==> config.mk <==
export PLATFORM = sky130hd
export DESIGN_NAME = dda_line_rasterizer
export DESIGN_NICKNAME = d
export VERILOG_FILES = /design/src/rtl/core/dda_pkg.sv /design/src/rtl/core/dda_line_rasterizer.sv /design/src/rtl/core/dda_ctrl.sv /design/src/rtl/core/dda_datapath.sv
export SDC_FILE = /design/constraint.sdc
export NUM_CORES = 1
export LEC_CHECK = 0
export ABC_AREA = 1
export BUFFER_PORTS_ARGS = -buffer_cell sky130_fd_sc_hd__buf_2
export CORE_ASPECT_RATIO = 1.25
export CORE_MARGIN = 2
export CORE_UTILIZATION = 55
export CTS_CLUSTER_DIAMETER = 40
export DETAILED_ROUTE_END_ITERATION = 7
export HOLD_SLACK_MARGIN = 0.08
export PLACE_DENSITY_LB_ADDON = 0.15
export SLEW_MARGIN = 10
export SYNTH_ARGS = -nofsm -noshare
export SYNTH_HDL_FRONTEND = slang
export SYNTH_SLANG_ARGS = --single-unit
==> constraint.sdc <==
create_clock -name i_clk -period 6.7 [get_ports i_clk]
set_input_delay 0.67 -clock i_clk [delete_from_list [all_inputs] [get_ports i_clk]]
set_output_delay 0.67 -clock i_clk [all_outputs]
set_load 0.03 [all_outputs]
==> src/rtl/core/dda_pkg.sv <==
`timescale 1ns / 1ps

package dda_pkg;

    localparam int COORD_BITS_DEF = 10;
    localparam int FRAC_BITS_DEF  = 16;
    localparam int COLOR_BITS     = 24;

    localparam logic [COLOR_BITS-1:0] COLOR_RESET = 24'h00FF00;

    localparam logic FUNC_LOAD = 1'b0;
    localparam logic FUNC_STEP = 1'b1;

    // commands from the controller to the datapath
    typedef struct packed {
        logic load;
        logic div_step;
        logic emit;
        logic cfg_we;
    } t_cmd;

    // status from the datapath to the controller
    typedef struct packed {
        logic active;
        logic out_full;
    } t_status;

endpackage

==> src/rtl/core/dda_line_rasterizer.sv <==
`timescale 1ns / 1ps
// Line rasterizer with fixed-point position stepping.
// Input channel (i_valid / o_stall): i_func = load takes two endpoints and
// prepares a line; i_func = step asks for the next pixel. Output channel
// (o_valid / i_stall) carries one pixel word: coordinates, color and a flag
// on the final pixel. A line of length L (longer axis span) yields L+1 words.
// Loads give no word, and steps with no line in progress are dropped.
// After a load the block stalls its input while two restoring dividers,
// one per axis with a shared divisor, each produce a quotient bit per cycle.
// Steps are then taken one per cycle while the receiver does not stall; each
// pixel appears in the output register the cycle after its step is accepted.
// When the receiver stalls with a word pending, the input is stalled too and
// the pending word holds until taken.
// The color register is written through i_cfg_valid / i_cfg_data; the port
// is always ready. Write it only while the block is idle.
// Reset (synchronous, active low) ends any line, empties the output register
// and sets the color to green.

module dda_line_rasterizer import dda_pkg::*; #(
    parameter int COORD_BITS = COORD_BITS_DEF,
    parameter int FRAC_BITS  = FRAC_BITS_DEF
) (
    input  logic                  i_clk,
    input  logic                  i_rst_n,
    input  logic                  i_valid,
    output logic                  o_stall,
    input  logic                  i_func,
    input  logic [COORD_BITS-1:0] i_x_start,
    input  logic [COORD_BITS-1:0] i_y_start,
    input  logic [COORD_BITS-1:0] i_x_end,
    input  logic [COORD_BITS-1:0] i_y_end,
    output logic                  o_valid,
    input  logic                  i_stall,
    output logic [COORD_BITS-1:0] o_pix_x,
    output logic [COORD_BITS-1:0] o_pix_y,
    output logic [COLOR_BITS-1:0] o_pix_color,
    output logic                  o_last_pixel,
    input  logic                  i_cfg_valid,
    output logic                  o_cfg_ready,
    input  logic [COLOR_BITS-1:0] i_cfg_data
);

    t_cmd    cmd;
    t_status status;

    assign o_cfg_ready = 1'b1;

    dda_ctrl #(
        .FRAC_BITS (FRAC_BITS)
    ) u_ctrl (
        .i_clk       (i_clk),
        .i_rst_n     (i_rst_n),
        .i_valid     (i_valid),
        .i_func      (i_func),
        .i_stall     (i_stall),
        .i_cfg_valid (i_cfg_valid),
        .i_status    (status),
        .o_stall     (o_stall),
        .o_cmd       (cmd)
    );

    dda_datapath #(
        .COORD_BITS (COORD_BITS),
        .FRAC_BITS  (FRAC_BITS)
    ) u_datapath (
        .i_clk        (i_clk),
        .i_rst_n      (i_rst_n),
        .i_cmd        (cmd),
        .i_stall      (i_stall),
        .i_x_start    (i_x_start),
        .i_y_start    (i_y_start),
        .i_x_end      (i_x_end),
        .i_y_end      (i_y_end),
        .i_cfg_data   (i_cfg_data),
        .o_status     (status),
        .o_valid      (o_valid),
        .o_pix_x      (o_pix_x),
        .o_pix_y      (o_pix_y),
        .o_pix_color  (o_pix_color),
        .o_last_pixel (o_last_pixel)
    );

endmodule

==> src/rtl/core/dda_ctrl.sv <==
`timescale 1ns / 1ps

module dda_ctrl import dda_pkg::*; #(
    parameter int FRAC_BITS = FRAC_BITS_DEF
) (
    input  logic    i_clk,
    input  logic    i_rst_n,
    input  logic    i_valid,
    input  logic    i_func,
    input  logic    i_stall,
    input  logic    i_cfg_valid,
    input  t_status i_status,
    output logic    o_stall,
    output t_cmd    o_cmd
);

    localparam int CW = $clog2(FRAC_BITS + 1);

    typedef enum logic {
        S_IDLE,
        S_DIV
    } t_state;

    t_state         r_state;
    logic [CW-1:0]  r_cnt;
    logic           ready;
    logic           accept;

    // take a word only while idle and the output slot is free or draining
    assign ready  = (r_state == S_IDLE) && (!i_status.out_full || !i_stall);
    assign accept = i_valid && ready;
    assign o_stall = !ready;

    always_comb begin
        o_cmd          = '0;
        o_cmd.load     = accept && (i_func == FUNC_LOAD);
        o_cmd.emit     = accept && (i_func == FUNC_STEP) && i_status.active;
        o_cmd.div_step = (r_state == S_DIV);
        o_cmd.cfg_we   = i_cfg_valid;
    end

    always_ff @(posedge i_clk) begin
        if (!i_rst_n) begin
            r_state <= S_IDLE;
            r_cnt   <= '0;
        end else begin
            unique case (r_state)
                S_IDLE: begin
                    if (o_cmd.load) begin
                        r_state <= S_DIV;
                        r_cnt   <= CW'(FRAC_BITS);
                    end
                end
                S_DIV: begin
                    if (r_cnt == '0) begin
                        r_state <= S_IDLE;
                    end else begin
                        r_cnt <= r_cnt - 1'b1;
                    end
                end
                default: r_state <= S_IDLE;
            endcase
        end
    end

endmodule

==> src/rtl/core/dda_datapath.sv <==
`timescale 1ns / 1ps

module dda_datapath import dda_pkg::*; #(
    parameter int COORD_BITS = COORD_BITS_DEF,
    parameter int FRAC_BITS  = FRAC_BITS_DEF
) (
    input  logic                  i_clk,
    input  logic                  i_rst_n,
    input  t_cmd                  i_cmd,
    input  logic                  i_stall,
    input  logic [COORD_BITS-1:0] i_x_start,
    input  logic [COORD_BITS-1:0] i_y_start,
    input  logic [COORD_BITS-1:0] i_x_end,
    input  logic [COORD_BITS-1:0] i_y_end,
    input  logic [COLOR_BITS-1:0] i_cfg_data,
    output t_status               o_status,
    output logic                  o_valid,
    output logic [COORD_BITS-1:0] o_pix_x,
    output logic [COORD_BITS-1:0] o_pix_y,
    output logic [COLOR_BITS-1:0] o_pix_color,
    output logic                  o_last_pixel
);

    localparam int C = COORD_BITS;
    localparam int F = FRAC_BITS;
    localparam int P = C + F + 2;

    localparam logic signed [P-1:0] HALF = P'(1) <<< (F - 1);

    logic [COLOR_BITS-1:0]  r_color;
    logic signed [P-1:0]    r_pos_x, r_pos_y;
    logic [F:0]             r_q_x, r_q_y;
    logic [C-1:0]           r_rem_x, r_rem_y;
    logic                   r_bit_x, r_bit_y;
    logic                   r_neg_x, r_neg_y;
    logic [C-1:0]           r_len;
    logic [C:0]             r_left;
    logic                   r_out_valid;

    logic signed [C:0]      dx, dy;
    logic [C-1:0]           mag_x, mag_y, len;
    logic [C:0]             trial_x, trial_y;
    logic                   ge_x, ge_y;

    always_comb begin
        dx    = signed'({1'b0, i_x_end}) - signed'({1'b0, i_x_start});
        dy    = signed'({1'b0, i_y_end}) - signed'({1'b0, i_y_start});
        mag_x = dx[C] ? C'(-dx) : dx[C-1:0];
        mag_y = dy[C] ? C'(-dy) : dy[C-1:0];
        len   = (mag_x >= mag_y) ? mag_x : mag_y;

        // restoring division, one quotient bit per cycle
        trial_x = {r_rem_x, r_bit_x};
        trial_y = {r_rem_y, r_bit_y};
        ge_x    = (r_len != '0) && (trial_x >= {1'b0, r_len});
        ge_y    = (r_len != '0) && (trial_y >= {1'b0, r_len});
    end

    function automatic logic [C-1:0] pixel_of(input logic signed [P-1:0] pos);
        logic [C-1:0] v;
        if (pos[P-1]) begin
            v = '0;
        end else if (pos[P-2]) begin
            v = '1;
        end else begin
            v = pos[C+F-1:F];
        end
        return v;
    endfunction

    always_ff @(posedge i_clk) begin
        if (!i_rst_n) begin
            r_color     <= COLOR_RESET;
            r_left      <= '0;
            r_out_valid <= 1'b0;
        end else begin
            if (i_cmd.cfg_we) begin
                r_color <= i_cfg_data;
            end
            if (i_cmd.load) begin
                r_left <= {1'b0, len} + 1'b1;
            end else if (i_cmd.emit) begin
                r_left <= r_left - 1'b1;
            end
            if (i_cmd.emit) begin
                r_out_valid <= 1'b1;
            end else if (!i_stall) begin
                r_out_valid <= 1'b0;
            end
        end
    end

    always_ff @(posedge i_clk) begin
        if (i_cmd.load) begin
            r_len   <= len;
            r_neg_x <= dx[C];
            r_neg_y <= dy[C];
            r_rem_x <= mag_x >> 1;
            r_rem_y <= mag_y >> 1;
            r_bit_x <= mag_x[0];
            r_bit_y <= mag_y[0];
            r_q_x   <= '0;
            r_q_y   <= '0;
            r_pos_x <= dx[C] ? signed'(P'({i_x_start, F'(0)})) - HALF
                             : signed'(P'({i_x_start, F'(0)})) + HALF;
            r_pos_y <= dy[C] ? signed'(P'({i_y_start, F'(0)})) - HALF
                             : signed'(P'({i_y_start, F'(0)})) + HALF;
        end else if (i_cmd.div_step) begin
            r_rem_x <= ge_x ? C'(trial_x - {1'b0, r_len}) : trial_x[C-1:0];
            r_rem_y <= ge_y ? C'(trial_y - {1'b0, r_len}) : trial_y[C-1:0];
            r_bit_x <= 1'b0;
            r_bit_y <= 1'b0;
            r_q_x   <= {r_q_x[F-1:0], ge_x};
            r_q_y   <= {r_q_y[F-1:0], ge_y};
        end else if (i_cmd.emit) begin
            r_pos_x <= r_neg_x ? r_pos_x - signed'(P'(r_q_x)) : r_pos_x + signed'(P'(r_q_x));
            r_pos_y <= r_neg_y ? r_pos_y - signed'(P'(r_q_y)) : r_pos_y + signed'(P'(r_q_y));
        end
    end

    // output register; hold while stalled
    always_ff @(posedge i_clk) begin
        if (i_cmd.emit) begin
            o_pix_x      <= pixel_of(r_pos_x);
            o_pix_y      <= pixel_of(r_pos_y);
            o_pix_color  <= r_color;
            o_last_pixel <= (r_left == (C+1)'(1));
        end
    end

    assign o_valid           = r_out_valid;
    assign o_status.active   = (r_left != '0);
    assign o_status.out_full = r_out_valid;

endmodule
# Yosys cells after proc, flatten, opt, wreduce, memory -nomap -nowiden
# Index checks and enable logic that the tools add are counted.
dict set report op_classes {
  addsub 17
  magnitude_cmp 3
  eq_ne 5
  muxes 34
  bitwise 2
  reduce_logical 18
}
# operator n
set op_table {}
lappend op_table {{28-bit two-way mux} 10}
lappend op_table {{10-bit two-way mux} 7}
lappend op_table {{28-bit by 18-bit adder with 28-bit output} 2}
lappend op_table {{28-bit by 18-bit subtractor with 28-bit output} 2}
lappend op_table {{26-bit by 16-bit adder with 27-bit output, second input constant} 2}
lappend op_table {{26-bit by 16-bit subtractor with 27-bit output, second input constant} 2}
lappend op_table {{9-bit two-way mux} 4}
lappend op_table {{11-bit by 10-bit >= comparator with 1-bit output} 2}
lappend op_table {{11-bit two-way mux} 2}
lappend op_table {{10-bit by 10-bit subtractor with 11-bit output} 2}
lappend op_table {{10-bit negation} 2}
lappend op_table {{10-bit subtractor} 2}
lappend op_table {{10-bit by 1-bit adder with 11-bit output, second input constant} 1}
lappend op_table {{11-bit by 1-bit == test with 1-bit output, second input constant} 1}
lappend op_table {{11-bit nonzero test} 1}
lappend op_table {{11-bit by 1-bit subtractor with 11-bit output, second input constant} 1}
lappend op_table {{10-bit >= comparator} 1}
lappend op_table {{5-bit two-way mux} 2}
lappend op_table {{5-bit one-hot mux with 2 select lines} 1}
lappend op_table {{10-bit nonzero test} 1}
lappend op_table {{1-bit logical AND} 7}
lappend op_table {{1-bit two-way mux} 7}
lappend op_table {{2-bit inequality test, second input constant} 3}
lappend op_table {{5-bit zero test} 1}
lappend op_table {{other kinds (8)} 13}
dict set report word_totals {
  regBits 211
  inputBits 70
  out_inout_bits 48
  elab_cells 101
}

# Depth between registers and ports, before layout
# Gate-level depths: netlist (run 1).
dict set report depth {
  depth_word 9
  ltp_mapped 33
  mapped_depth_nobuf 32
}

# Modules after synthesis
# A second synthesis (run 1) with hierarchy kept.
dict set report unflattened {
  hier_cells 1979
  hier_area_um2 14975.6
}
# module instances cells_each area_per_inst_um2 seq_area_each_um2
set modules_own_cells {}
lappend modules_own_cells {dda_datapath 1 1921 14577.7 5435.2}
lappend modules_own_cells {dda_ctrl 1 56 386.6 120.1}
lappend modules_own_cells {dda_line_rasterizer 1 2 11.3 0.0}

# Worst setup path before layout (run 1)
# OpenSTA, ideal clock, no wires.
dict set report synth_path {
  path_kind {input to register}
  from {input port i_stall}
  to {register u_datapath.r_left[8]}
  setup_ns 0.128
  arrival_ns 6.589
  required_ns 6.572
  path_slack_ns -0.017
  path_stages 8
  path_buffers 0
  cell_sequence {nand2_1 -> nand3_1 -> nor3_1 -> nor2_1 -> inv_1 -> nand2_1 -> a31oi_1 -> a21oi_1}
}
# item line_no
set synth_rtl {}
lappend synth_rtl {{from (decl)} dda_line_rasterizer.sv:33} ;# input logic i_stall,
lappend synth_rtl {{to (signal assigned)} dda_datapath.sv:81} ;# r_left <= {1'b0, len} + 1'b1;
lappend synth_rtl {{to (signal assigned)} dda_datapath.sv:83} ;# r_left <= r_left - 1'b1;
lappend synth_rtl {{to (decl)} dda_datapath.sv:37} ;# logic [C:0] r_left;

# Worst setup path in the final report (run 1)
dict set report layout_path {
  from {input port i_y_start[0]}
  to {register u_datapath.r_left[8]}
}
dict set report layout_via {
  elab_chain_cells 7
}
# item line_no
set layout_rtl {}
lappend layout_rtl {{from (decl)} dda_line_rasterizer.sv:29} ;# input logic [COORD_BITS-1:0] i_y_start,
lappend layout_rtl {{10-bit by 10-bit subtractor with 11-bit output (*)} dda_datapath.sv:47} ;# dy = signed'({1'b0, i_y_end}) - signed'({1'b0, i_y_start});
lappend layout_rtl {{10-bit negation} dda_datapath.sv:49} ;# mag_y = dy[C] ? C'(-dy) : dy[C-1:0];
lappend layout_rtl {{10-bit two-way mux (*)} dda_datapath.sv:49}
lappend layout_rtl {{10-bit >= comparator} dda_datapath.sv:50} ;# len = (mag_x >= mag_y) ? mag_x : mag_y;
lappend layout_rtl {{10-bit two-way mux (*)} dda_datapath.sv:50}
lappend layout_rtl {{via u_datapath.len[0]} dda_datapath.sv:41} ;# logic [C-1:0] mag_x, mag_y, len;
lappend layout_rtl {{10-bit by 1-bit adder with 11-bit output (*)} dda_datapath.sv:81}
lappend layout_rtl {{11-bit two-way mux (*)} dda_datapath.sv:80} ;# if (i_cmd.load) begin
# The timed path passes the listed nets; every way through them passes the cells marked *.
# A chain may end at the register's enable or synchronous reset.

==> results, run 1 <==
- The detail-routed via count per cell is around 5.5.
- Clock tree synthesis inserted a total of 31 buffers.
- The portion of synthesized area spent on multiplexers is 0.
- Dividing the final minimum period by the clock period gives 0.728.
- The setup check on the worst reg-to-reg path leaves a slack of 2.71 ns.
- The clock skew is 0.0105 ns.
- The number of cells on the worst hold path is 3.
- The core region area is 26900 um^2.
- The number of global-route vias before repair was 12700.
- The filler cell count in the final layout is 2433.
- Port buffering added 116 buffers.
- The number of standard-cell rows in the floorplan is between 60 and 70.
- Setup violations remaining at the end of the flow were counted as 0.
- Of the total synthesized cell area, the portion taken by XOR and XNOR cells is 0.0396.
- The detailed router's first-iteration violation count is approximately 800.
- In this run the count of I/O pins placed on the die edge is between 100 and 150.
- The peak fanout along the critical path is 12.
- The total power divided by cell area is about 450 nW/um^2.
- The TritonCTS clock tree is built.
- During synthesis, Yosys emitted a total of 0 warnings.
- Clock-pin slew was measured on the worst setup and hold paths at 0.06 ns.
- The initial antenna violation count was 0.
- The beginning of the worst hold path is i_cfg_data[9].
- The path with the worst hold slack has its endpoint at u_datapath.r_color[9]$_SDFFE_PN1P_.
- The number of diodes is 0.
- In this run, synthesis inferred 133 flip-flops with an integrated enable.
- STA classifies the critical path startpoint as an input port.
- The number of resized instances in the post-cts repair step is 0.
- The deepest level of the CTS H-tree is 1.
- For the worst setup path, the data required time is approximately 7.2 ns.
- The number of hold violations in the final report was 0.
- The share of power burned in registers is 0.273.
- The final critical path time including I/O delays and setup is approximately 5 ns.
- The most used flip-flop cell after synthesis is edfxtp_1.
- The clock tree buffer depth is 3.
- Buffers inserted to repair hold after CTS numbered 0.
- Of the total power, combinational logic draws 0.518.
- At the end of the flow, the number of nets in the layout was 2266.
- The proportion of layout cells with a drive suffix above 1 is 0.129.
- The highest-utilization routing layer at the global route stage is met2.
- In this run the critical register-to-register path is captured at u_datapath.r_pos_x[24]$_DFFE_PP_.
- The pre-antenna-repair detailed-routing pass consisted of 7 iterations.
- The cell type with the highest occurrence count on the critical path is nand2_1.
- Counting cells, the worst reg-to-reg path comes to 17.
- After legalization and detailed placement, the total HPWL measured 27500 um.
- The detail route stage leaves a number of antenna-violating nets equal to 0.
- Compared with the post-synthesis result, the final layout area differs by 12.5%.
- The min-delay analysis places its worst path in the category in -> reg.
- Of all flip-flops after synthesis, the portion carrying an async set or reset was 0.
- The final route contains 13500 vias.
- The detailed-route wire length is 36700 um.
- The complex-gate fraction of the synthesized area came to 0.163.
- The cell count after synthesis is 1968.
- The relative contribution of the clock network to total power is 0.209.
- The global-route track usage on met2 is 0.449.
- The average wire length per cell after detail routing is 15.0 um.
- The flow ran to the end, and the final reports show no timing, DRC or antenna violations.
- The post-synthesis instance area is 15100 um^2.
- The final-layout setup total negative slack is 0 ns.
- CTS placed an instance of clkbuf_16 at the clock tree root.
- The critical path is of the in -> reg type.
- The slowest cell on the critical path is inv_1.
- For met3 alone, demand over resource in global routing was 0.0275.
- The leakage power figure is approximately 7.9 nW.
- The source-to-sink clock delay at the later pin of the worst-skew pair is 0.56 ns.
- The internal power summed over all cells is 4.23 mW.
- Headroom to the max-slew limit came out at 0.364.
- The floorplan step defined a die boundary enclosing 28700 um^2.
- By area, the combinational part of the netlist is dominated by simple AND/OR/NAND/NOR gates.
- The met1 usage is 0.313.
- Of the total power, the share spent switching nets is 0.440.
- The floorplan step set the die height to 189 um.
- The global-route usage over all layers is 0.251.
- The worst-case IR drop observed on VDD is 255 uV.
- Data on the critical path arrives at its endpoint at 5.37 ns.
- The first global-routing pass estimated 60300 um of wire.
- The routability congestion estimate is roughly 0.95.
- CTS saw 211 sinks.
- In this run the power spent charging and discharging nets is 3.32 mW.
- The average size of a mapped cell is 7.65 um^2.
- The type of element capturing the critical path is a flip-flop.
- For this run, the top clock speed supported by timing is 0.205 GHz.
- The total congestion overflow after global routing is 0.
- The die is 152 um wide.
- Setup repair after global routing left no endpoint under its margin.
- The total nets after synthesis is 2159.
- The final number of max-transition violations is 0.
- The max-cap check violation count is 0.
- The synthesized-area fraction occupied by adder cells is 0.104.
- The number of different library cells used by synthesis comes to 61.
- The startpoint identified for the worst register-to-register timing path is u_datapath.r_neg_x$_DFFE_PP_.
- The initial utilization of the core area, before any placement, comes to 0.559.
- The actual transition at the worst max-transition pin is 0.952 ns.
- Of the total synthesized cell area, the portion taken by AND, OR, NAND and NOR gates is 0.237.
- The worst-case setup margin in the final layout is 1.82 ns.
- The synthesized flop and latch total is 211.
- In this run the post-CTS setup repair buffer count came out at 0.
- For this run, the register share of the synthesized area comes to 0.369.
- For this run, the slowest stage of the critical path takes 0.45 ns.
- Before CTS, the worst setup slack after placement is 1.35 ns.
- The post-detailed-route DRC marker count is 0.
- Entering global routing, the biggest net connects between 50 and 60 pins.
state kept, by name (all words and copies together), names as in the netlist, 5 cells and up:
signal                  cells
u_datapath.r_len           10
u_datapath.r_pos_y         28
u_datapath.r_rem_x         10
u_datapath.o_pix_x         10
u_ctrl.r_cnt                5
u_datapath.o_pix_color     24
u_datapath.r_color         24
u_datapath.r_q_x           17
u_datapath.r_left          11
u_datapath.r_pos_x         28
u_datapath.o_pix_y         10
u_datapath.r_rem_y         10
u_datapath.r_q_y           17
critical path, delay by kind of cell:
kind | cells | cell delay (ns)
and+or+nand+nor | 15 | 2.05
buffers and inverters | 6 | 0.87
AOI/OAI and AO/OA | 4 | 0.48
adders and majority gates | 5 | 1.29
synth_stat cells, types with 4 or more instances:
cell type,number,area share
a21o_1,11,0.0055
nor3_1,28,0.0093
a22oi_1,32,0.016
nor4_1,6,0.0025
a31oi_1,27,0.011
nand3_1,115,0.038
nand2_2,24,0.010
o221ai_1,5,0.0029
nand2_1,373,0.093
nor2_2,11,0.0046
ha_1,115,0.096
nand3_2,5,0.0033
o21bai_1,14,0.0070
buf_2,5,0.0017
o21ai_0,124,0.041
dfxtp_1,78,0.10
xnor2_1,29,0.017
a21oi_1,162,0.054
nand4_1,24,0.010
nor2_1,184,0.046
buf_6,6,0.0045
inv_1,271,0.068
o41ai_1,6,0.0035
a21oi_2,6,0.0035
edfxtp_1,133,0.27
clkbuf_1,36,0.0090
fa_1,6,0.0080
inv_2,11,0.0027
o21a_1,10,0.0050
nor3_2,4,0.0027
o21ai_1,12,0.0040
clkinv_1,4,0.0010
xor2_1,39,0.023
or2_2,13,0.0054
power groups by stage:
stage | Combinational (mW) | Sequential [mW] | Clock, mW
floorplan | 3.02 | 2.08 | 0
global placement | 3.76 | 2.08 | 0
detailed placement | 3.85 | 2.08 | 0
CTS | 3.88 | 2.06 | 1.61
global route | 4.46 | 2.10 | 1.66
finish | 3.91 | 2.06 | 1.58
per-layer routing:
metal,routed length [um],part of all wire
met1,15700,0.43
met4,1150,0.031
met5,0,0
met2,18300,0.50
met3,1500,0.041
final cells by class:
cell class | instances | area, um^2 | share of cell area
tap | 345 | 432 | 0.0255
sequential | 211 | 5560 | 0.328
inverter | 287 | 1080 | 0.0638
timing repair buffer | 124 | 641 | 0.0378
multi-input combinational | 1420 | 8200 | 0.484
clock inverter | 20 | 175 | 0.0103
clock buffer | 38 | 855 | 0.0505
worst max-delay path by stage:
| stage | from | endpoint | slack (ns) |
|---|---|---|---|
| 3_5_place_dp | i_y_start[0] | u_datapath.r_left[8]$_SDFFE_PN0P_ | 1.35 |
| 3_3_place_gp | i_y_end[0] | u_datapath.r_left[8]$_SDFFE_PN0P_ | 1.56 |
| 2_1_floorplan | i_stall | u_datapath.r_left[8]$_SDFFE_PN0P_ | 1.69 |
| 5_1_grt | i_y_start[0] | u_datapath.r_left[8]$_SDFFE_PN0P_ | 1.35 |
| 6_report | i_y_start[0] | u_datapath.r_left[8]$_SDFFE_PN0P_ | 1.82 |
| 4_1_cts | i_y_start[0] | u_datapath.r_left[8]$_SDFFE_PN0P_ | 1.91 |
stage by stage:
step	power, mW	hold slack (ns)	std cells	util	cell area [um^2]
2_1_floorplan	5.09	0.403	1968	-	15100
3_3_place_gp	5.84	0.405	2387	0.591	15900
3_5_place_dp	5.94	0.413	2387	0.591	15900
4_1_cts	7.55	0.294	2445	0.629	16900
5_1_grt	8.22	0.324	2445	0.629	16900
6_report	7.55	0.317	2445	0.629	16900
cells in the final DEF, fill, tap and decap left out, drive strengths merged, types with 12 or more instances in the layout:
cell / n
nand2: 398
inv: 294
nor2: 198
a21oi: 168
o21ai: 137
edfxtp: 133
buf: 124
nand3: 122
ha: 115
dfxtp: 78
xor2: 39
clkbuf: 38
a22oi: 32
nor3: 32
xnor2: 29
a31oi: 27
nand4: 24
or2: 16
o21bai: 15
clkinv: 12
cell families (layout without fill, tap and decap cells):
group	Yosys count	after routing
AND/OR/NAND/NOR	804	804
buffers and inverters	337	469
AO/OA/AOI/OAI	426	426
flip-flops	211	211
other	1	1
XOR/XNOR	68	68
adder cells (fa/ha/maj)	121	121
Power figures use the tool's default switching activity.
==> run 2, diff against run 1 <==
==> constraint.sdc (replaced) <==
create_clock -name i_clk -period 4.6 [get_ports i_clk]
set_input_delay 0.46 -clock i_clk [delete_from_list [all_inputs] [get_ports i_clk]]
set_output_delay 0.46 -clock i_clk [all_outputs]
set_load 0.03 [all_outputs]
==> results, run 2 (synthesis gave the netlist of run 1 again) <==
- The post-synthesis to final-layout area growth is 12.5% (about the same).
- The post-detailed-route DRC marker count is 0 (unchanged).
- The final hold slack came to 0.120 ns (was 0.317 ns).
- The number of buffers added for setup after CTS came to 0 (unchanged).
- The combinational group share of total power is 0.523 (was 0.518).
- The TritonCTS clock tree is built (unchanged).
- The share of the core filled with cells is 0.629 (about the same).
- The proportion of layout cells with a drive suffix above 1 is 0.130 (was 0.129).
- The most common library cell in the layout ignoring fill and taps is nand2_1 (unchanged).
- The filler cell count in the final layout is 2447 (was 2433).
- The number of standard-cell rows in the floorplan is 67 (unchanged).
- The actual transition at the worst max-transition pin is 1.04 ns (was 0.952 ns).
- The root buffer selected by CTS is clkbuf_16 (unchanged).
- The number of resized instances in the post-cts repair step came to 0 (unchanged).
- The core region area is 26900 um^2 (unchanged).
- The number of buffers inserted for hold repair after clock tree synthesis was 0 (unchanged).
- The clock tree buffer depth came to 3 (unchanged).
- The total iterations of the first detailed-routing run was 5 (was 7).
- The final number of max-transition violations is 0 (unchanged).
- The number of hold violations in the final report came to 0 (unchanged).
- The routability congestion estimate is 0.951 (about the same).
- The detailed router's first-iteration violation count is 827 (was 803).
- The leakage power figure is 7.94 nW (was 7.93 nW).
- The worst supply voltage drop on vdd was 331 uV (was 255 uV).
- The clock transition at the registers of the reported paths is 0.06 ns (about the same).
- The source-to-sink clock delay at the later pin of the worst-skew pair is 0.55 ns (was 0.56 ns).
- The cell type with the highest occurrence count on the critical path is nand2_1 (unchanged).
- The final critical path time including I/O delays and setup is about 4.1 ns.
- The total chip power is 11.0 mW (was 7.55 mW).
- The detailed-route wire length is 37200 um (was 36700 um).
- The final net count is 2268 (was 2266).
- The final-layout setup total negative slack is 0 ns (unchanged).
- The maximum clock frequency is 0.241 GHz.
- Commonest non-fill, non-tap cells in the layout: 373 x nand2_1, 269 x inv_1, 182 x nor2_1, 162 x a21oi_1, 133 x edfxtp_1 (unchanged).
- The switching share of power is 0.438 (was 0.440).
- The post-route antenna net violation count came to 0 (unchanged).
- The initial antenna violation count is 0 (unchanged).
- The I/O pin count is 118 (unchanged).
- The slowest cell on the critical path is fa_1 (was inv_1).
- The HPWL reported at the end of detailed placement is 28000 um (was 27500 um).
- The kind of critical path is in -> reg (unchanged).
- The detail-routed via count per cell is 5.51 (about the same).
- The required time reported for the critical path endpoint is 5.07 ns (was 7.19 ns).
- The max-cap check violation count is 0 (unchanged).
- The pin count of the biggest net entering global routing is 52 (was 59).
- The type of element capturing the critical path is a flip-flop (unchanged).
- Largest registers: u_datapath.r_pos_x x28, u_datapath.r_pos_y x28 (unchanged).
- The number of global-route vias before repair is 13100 (was 12700).
- The tightest slew margin relative to the limit is 0.309 (was 0.364).
- The area of the die is 28700 um^2 (unchanged).
- The horizontal extent of the die is 152 um (unchanged).
- The internal power summed over all cells is 6.17 mW (was 4.23 mW).
- The starting density of the core is 0.559 (unchanged).
- The number of clock sinks is 211 (unchanged).
- The count of port buffers added during placement came to 116 (unchanged).
- The final cycle utilization of the critical path is 0.900.
- The global-route usage over all layers is 0.253 (was 0.251).
- RSZ-0062 raised after global routing: false (unchanged).
- The relative contribution of the clock network to total power is 0.204 (was 0.209).
- The global-route wire length before repair was 60900 um (was 60300 um).
- The number of diodes is 0 (unchanged).
- The total congestion overflow after global routing is 0 (unchanged).
- The height of the chip is 189 um (unchanged).
- The clock skew was 0.0118 ns (was 0.0105 ns).
- The average wire length per cell after detail routing is 15.2 um (was 15.0 um).
- The clock buffer count from CTS is 28 (was 31).
- The arrival time at the worst endpoint was 4.61 ns (was 5.37 ns).
- The total power divided by cell area is 649 nW/um^2 (was 446 nW/um^2).
- The startpoint kind of the worst setup timing path is an input port (unchanged).
- The number of endpoints failing setup at the final stage is 0 (unchanged).
- The class of the most critical hold timing path is in -> reg (unchanged).
- The peak fanout along the critical path is 7 (was 12).
- The share of power burned in registers is 0.273 (about the same).
- The critical path's largest stage delay came to 0.45 ns (about the same).
- The deepest level of the CTS H-tree is 1 (unchanged).
- The via count is 13500 (about the same).
- The switching power is 4.82 mW (was 3.32 mW).
- Result of the run: finished clean (unchanged).
## run 2: layout make-up
cell class | count | area, um^2 | share of cell area
timing repair buffer | 129 | 691 | 0.0408
sequential | 211 | 5560 | 0.328
clock inverter | 19 | 208 | 0.0123
tap | 345 | 432 | 0.0255
inverter | 287 | 1080 | 0.0638
clock buffer | 33 | 771 | 0.0455
multi-input combinational | 1420 | 8200 | 0.484
## run 2: worst paths after layout
check / startpoint / to / slack [ns] / depth (start not counted)
worst min-delay path: i_cfg_data[15] / u_datapath.r_color[15]$_SDFFE_PN1P_ / 0.12 / 3
worst max-delay path: i_y_start[0] / u_datapath.r_left[8]$_SDFFE_PN0P_ / 0.46 / 29
worst min register to register: u_datapath.r_color[12]$_SDFFE_PN1P_ / u_datapath.o_pix_color[12]$_DFFE_PP_ / 0.43 / 0
worst max register to register: u_datapath.r_q_x[0]$_SDFFE_PP0P_ / u_datapath.r_pos_x[24]$_DFFE_PP_ / 0.69 / 18
## run 2: worst max-delay path: cells and delay by family
kind	cells	cell delay [ns]
adders and majority gates	5	1.28
AOI/OAI and AO/OA	3	0.55
buffers and inverters	6	0.54
and+or+nand+nor	15	1.77
## run 2: power by group through the flow
stage                     logic (mW)  clock network [mW]  registers, mW
final                           5.75                2.24           3.00
after global routing            6.54                2.35           3.05
after CTS                       5.70                2.28           3.00
after detailed placement        5.66                   0           3.03
after global placement          5.51                   0           3.03
after floorplan                 4.40                   0           3.02
## run 2: per-layer routing
layer / GRT usage / wire length, um / vias up
li1: - / - / 6866
met1: 0.309 / 15700 / 6188
met2: 0.456 / 18600 / 324
met3: 0.0279 / 1510 / 93
met4: 0.101 / 1330 / 0
met5: 0 / 0 / -
## run 2: stage by stage
step	instance area [um^2]	worst slack [ns]	instances
6_report	16900	0.458	2444
5_1_grt	16900	0.0710	2444
4_1_cts	16900	0.487	2444
3_5_place_dp	16000	-0.00203	2392
3_3_place_gp	16000	0.180	2392
2_1_floorplan	15100	0.434	1968
==> run 3, diff against run 2 <==
--- a/config.mk
+++ b/config.mk
@@ -8,8 +8,7 @@
 export ABC_AREA = 1
 export BUFFER_PORTS_ARGS = -buffer_cell sky130_fd_sc_hd__buf_2
 export CORE_ASPECT_RATIO = 1.25
-export CORE_MARGIN = 2
-export CORE_UTILIZATION = 55
+export CORE_UTILIZATION = 60
 export CTS_CLUSTER_DIAMETER = 40
 export DETAILED_ROUTE_END_ITERATION = 7
 export HOLD_SLACK_MARGIN = 0.08
==> results, run 3 (synthesis gave the netlist of run 1 again) <==
- The final cycle utilization of the critical path was 0.900 (about the same).
- The global routing met3 resource utilization is 0.0307 (was 0.0279).
- The tightest slew margin relative to the limit is 0.379 (was 0.309).
- The horizontal extent of the die came to 144 um (was 152 um).
- The kind of critical path is in -> reg (unchanged).
- Largest registers: u_datapath.r_pos_x x28, u_datapath.r_pos_y x28 (unchanged).
- The post-synthesis to final-layout area growth is 12.4% (was 12.5%).
- The detailed router's first-iteration violation count is 873 (was 827).
- The clock buffer count from CTS came to 30 (was 28).
- The HPWL reported at the end of detailed placement came to 27500 um (was 28000 um).
- Result of the run: finished clean (unchanged).
- The critical path's largest stage delay is 0.44 ns (was 0.45 ns).
- The root buffer selected by CTS is clkbuf_16 (unchanged).
- The TritonCTS clock tree is built (unchanged).
- The global-route track usage on met2 is 0.516 (was 0.456).
- The detailed-route wire length is 36700 um (was 37200 um).
- The number of resized instances in the post-cts repair step is 0 (unchanged).
- The family of cells with the greatest summed delay on the critical path is simple AND/OR/NAND/NOR gates (unchanged).
- The total congestion overflow after global routing is 0 (unchanged).
- The startpoint kind of the worst setup timing path is an input port (unchanged).
- The post-route antenna net violation count is 0 (unchanged).
- The beginning of the worst hold path is i_cfg_data[13] (was i_cfg_data[15]).
- The leakage power figure is 7.93 nW (was 7.94 nW).
- The clock skew is 0.0104 ns (was 0.0118 ns).
- The final net count is 2267 (was 2268).
- The share of the core filled with cells is 0.688 (was 0.629).
- The total iterations of the first detailed-routing run is 5 (unchanged).
- The clock tree buffer depth is 3 (unchanged).
- The final number of max-transition violations is 0 (unchanged).
- The routability congestion estimate is 0.932 (was 0.951).
- The pin count of the biggest net entering global routing is 53 (was 52).
- The arrival time at the worst endpoint was 4.61 ns (about the same).
- The core region area is 24600 um^2 (was 26900 um^2).
- The via count is 13700 (was 13500).
- The initial antenna violation count is 0 (unchanged).
- The slowest cell on the critical path is fa_1 (unchanged).
- The number of buffers added for setup after CTS is 0 (unchanged).
- The highest-utilization routing layer at the global route stage is met2 (unchanged).
- Commonest non-fill, non-tap cells in the layout: 373 x nand2_1, 269 x inv_1, 182 x nor2_1, 162 x a21oi_1, 133 x edfxtp_1 (unchanged).
- The detail-routed via count per cell was 5.63 (was 5.51).
- The number of standard-cell rows in the floorplan was 64 (was 67).
- The average wire length per cell after detail routing came to 15.1 um (was 15.2 um).
- The post-detailed-route DRC marker count is 0 (unchanged).
- The met1 usage is 0.339 (was 0.309).
- The buffers plus inverters on the worst setup path is 6 (unchanged).
- The total power divided by cell area is 653 nW/um^2 (was 649 nW/um^2).
- The source of the critical timing path was i_y_start[0] (unchanged).
- The number of placed instances, taps included is 2374 (was 2392).
- The peak fanout along the critical path is 4 (was 7).
- The class of the most critical hold timing path is in -> reg (unchanged).
- The total chip power came to 11.0 mW (about the same).
- The number of buffers inserted for hold repair after clock tree synthesis is 0 (unchanged).
- The global-route usage over all layers is 0.286 (was 0.253).
- The number of hold violations in the final report came to 0 (unchanged).
- The final hold slack is 0.122 ns (was 0.120 ns).
- The worst supply voltage drop on vdd was 300 uV (was 331 uV).
- The area of all placed cells without fillers came to 16900 um^2 (about the same).
- The count of port buffers added during placement came to 116 (unchanged).
- The starting density of the core was 0.612 (was 0.559).
- The launch point of the worst reg-to-reg path is u_datapath.r_q_x[0]$_SDFFE_PP0P_ (unchanged).
- The proportion of layout cells with a drive suffix above 1 is 0.130 (about the same).
- The area of the die is 25700 um^2 (was 28700 um^2).
- The final critical path time including I/O delays and setup is 4.14 ns (about the same).
- The number of global-route vias before repair is 12800 (was 13100).
- The height of the chip is 179 um (was 189 um).
- The number of endpoints failing setup at the final stage came to 0 (unchanged).
- The number of clock sinks is 211 (unchanged).
- The I/O pin count came to 118 (unchanged).
- The type of element capturing the critical path is a flip-flop (unchanged).
- The clock transition at the registers of the reported paths is 0.06 ns (about the same).
- The actual transition at the worst max-transition pin is 0.931 ns (was 1.04 ns).
- RSZ-0062 raised after global routing: false (unchanged).
- The number of diodes is 0 (unchanged).
- The deepest level of the CTS H-tree is 1 (unchanged).
- The required time reported for the critical path endpoint is 5.07 ns (about the same).
- The maximum clock frequency came to 0.242 GHz (was 0.241 GHz).
- The placed instance area is 15900 um^2 (was 16000 um^2).
- The global-route wire length before repair is 59000 um (was 60900 um).
- The cell type with the highest occurrence count on the critical path is nand2_1 (unchanged).
- The final standard cell count with taps included and fillers excluded came to 2429 (was 2444).
- The source-to-sink clock delay at the later pin of the worst-skew pair is 0.54 ns (was 0.55 ns).
- The max-cap check violation count is 0 (unchanged).
- The most common library cell in the layout ignoring fill and taps is nand2_1 (unchanged).
==> run 3: cell count changes in the layout (fill, tap and decap cells not counted), sizes merged <==
cell	change
clkbuf	+1
clkinvlp	+2
inv	+1
buf	-3
bufinv	-1
==> run 3: per-stage QoR <==
step / TNS [ns] / worst slack [ns]
4_1_cts: 0 / 0.542
3_3_place_gp: 0 / 0.181
3_5_place_dp: -0.00686 / -0.00686
5_1_grt: 0 / 0.0456
6_report: 0 / 0.460
2_1_floorplan: 0 / 0.434
==> run 3: final cells by class <==
type | instances | area [um^2]
fill | 2044 | 7660
inverter | 287 | 1080
multi-input combinational | 1420 | 8200
sequential | 211 | 5560
timing repair buffer | 126 | 656
clock buffer | 34 | 818
clock inverter | 21 | 201
tap | 330 | 413
==> run 3: power by group <==
group          leakage, nW  switching [mW]  internal (mW)
logic                 5.54            3.65           2.10
registers             1.90           0.272           2.73
clock network        0.501           0.926           1.37
==> run 3: metal layers <==
| layer | share of wire | vias up |
|---|---|---|
| met4 | 0.040 | 0 |
| met1 | 0.41 | 6303 |
| met2 | 0.50 | 386 |
| met5 | 0 | - |
| met3 | 0.047 | 107 |
| li1 | - | 6877 |
==> run 3: final timing paths <==
check                                        endpoint  slack [ns]  cells after the start
setup / recovery    u_datapath.r_left[8]$_SDFFE_PN0P_        0.46                     29
hold / removal    u_datapath.r_color[13]$_SDFFE_PN1P_        0.12                      3
setup reg to reg     u_datapath.r_pos_x[24]$_DFFE_PP_        0.58                     18
hold reg to reg   u_datapath.o_pix_color[2]$_DFFE_PP_        0.43                      0
==> run 3: tightest hold or removal path: cells and delay by family <==
family	cells	cell delay, ns
buf+inv	1	0.07
simple gates	2	0.10
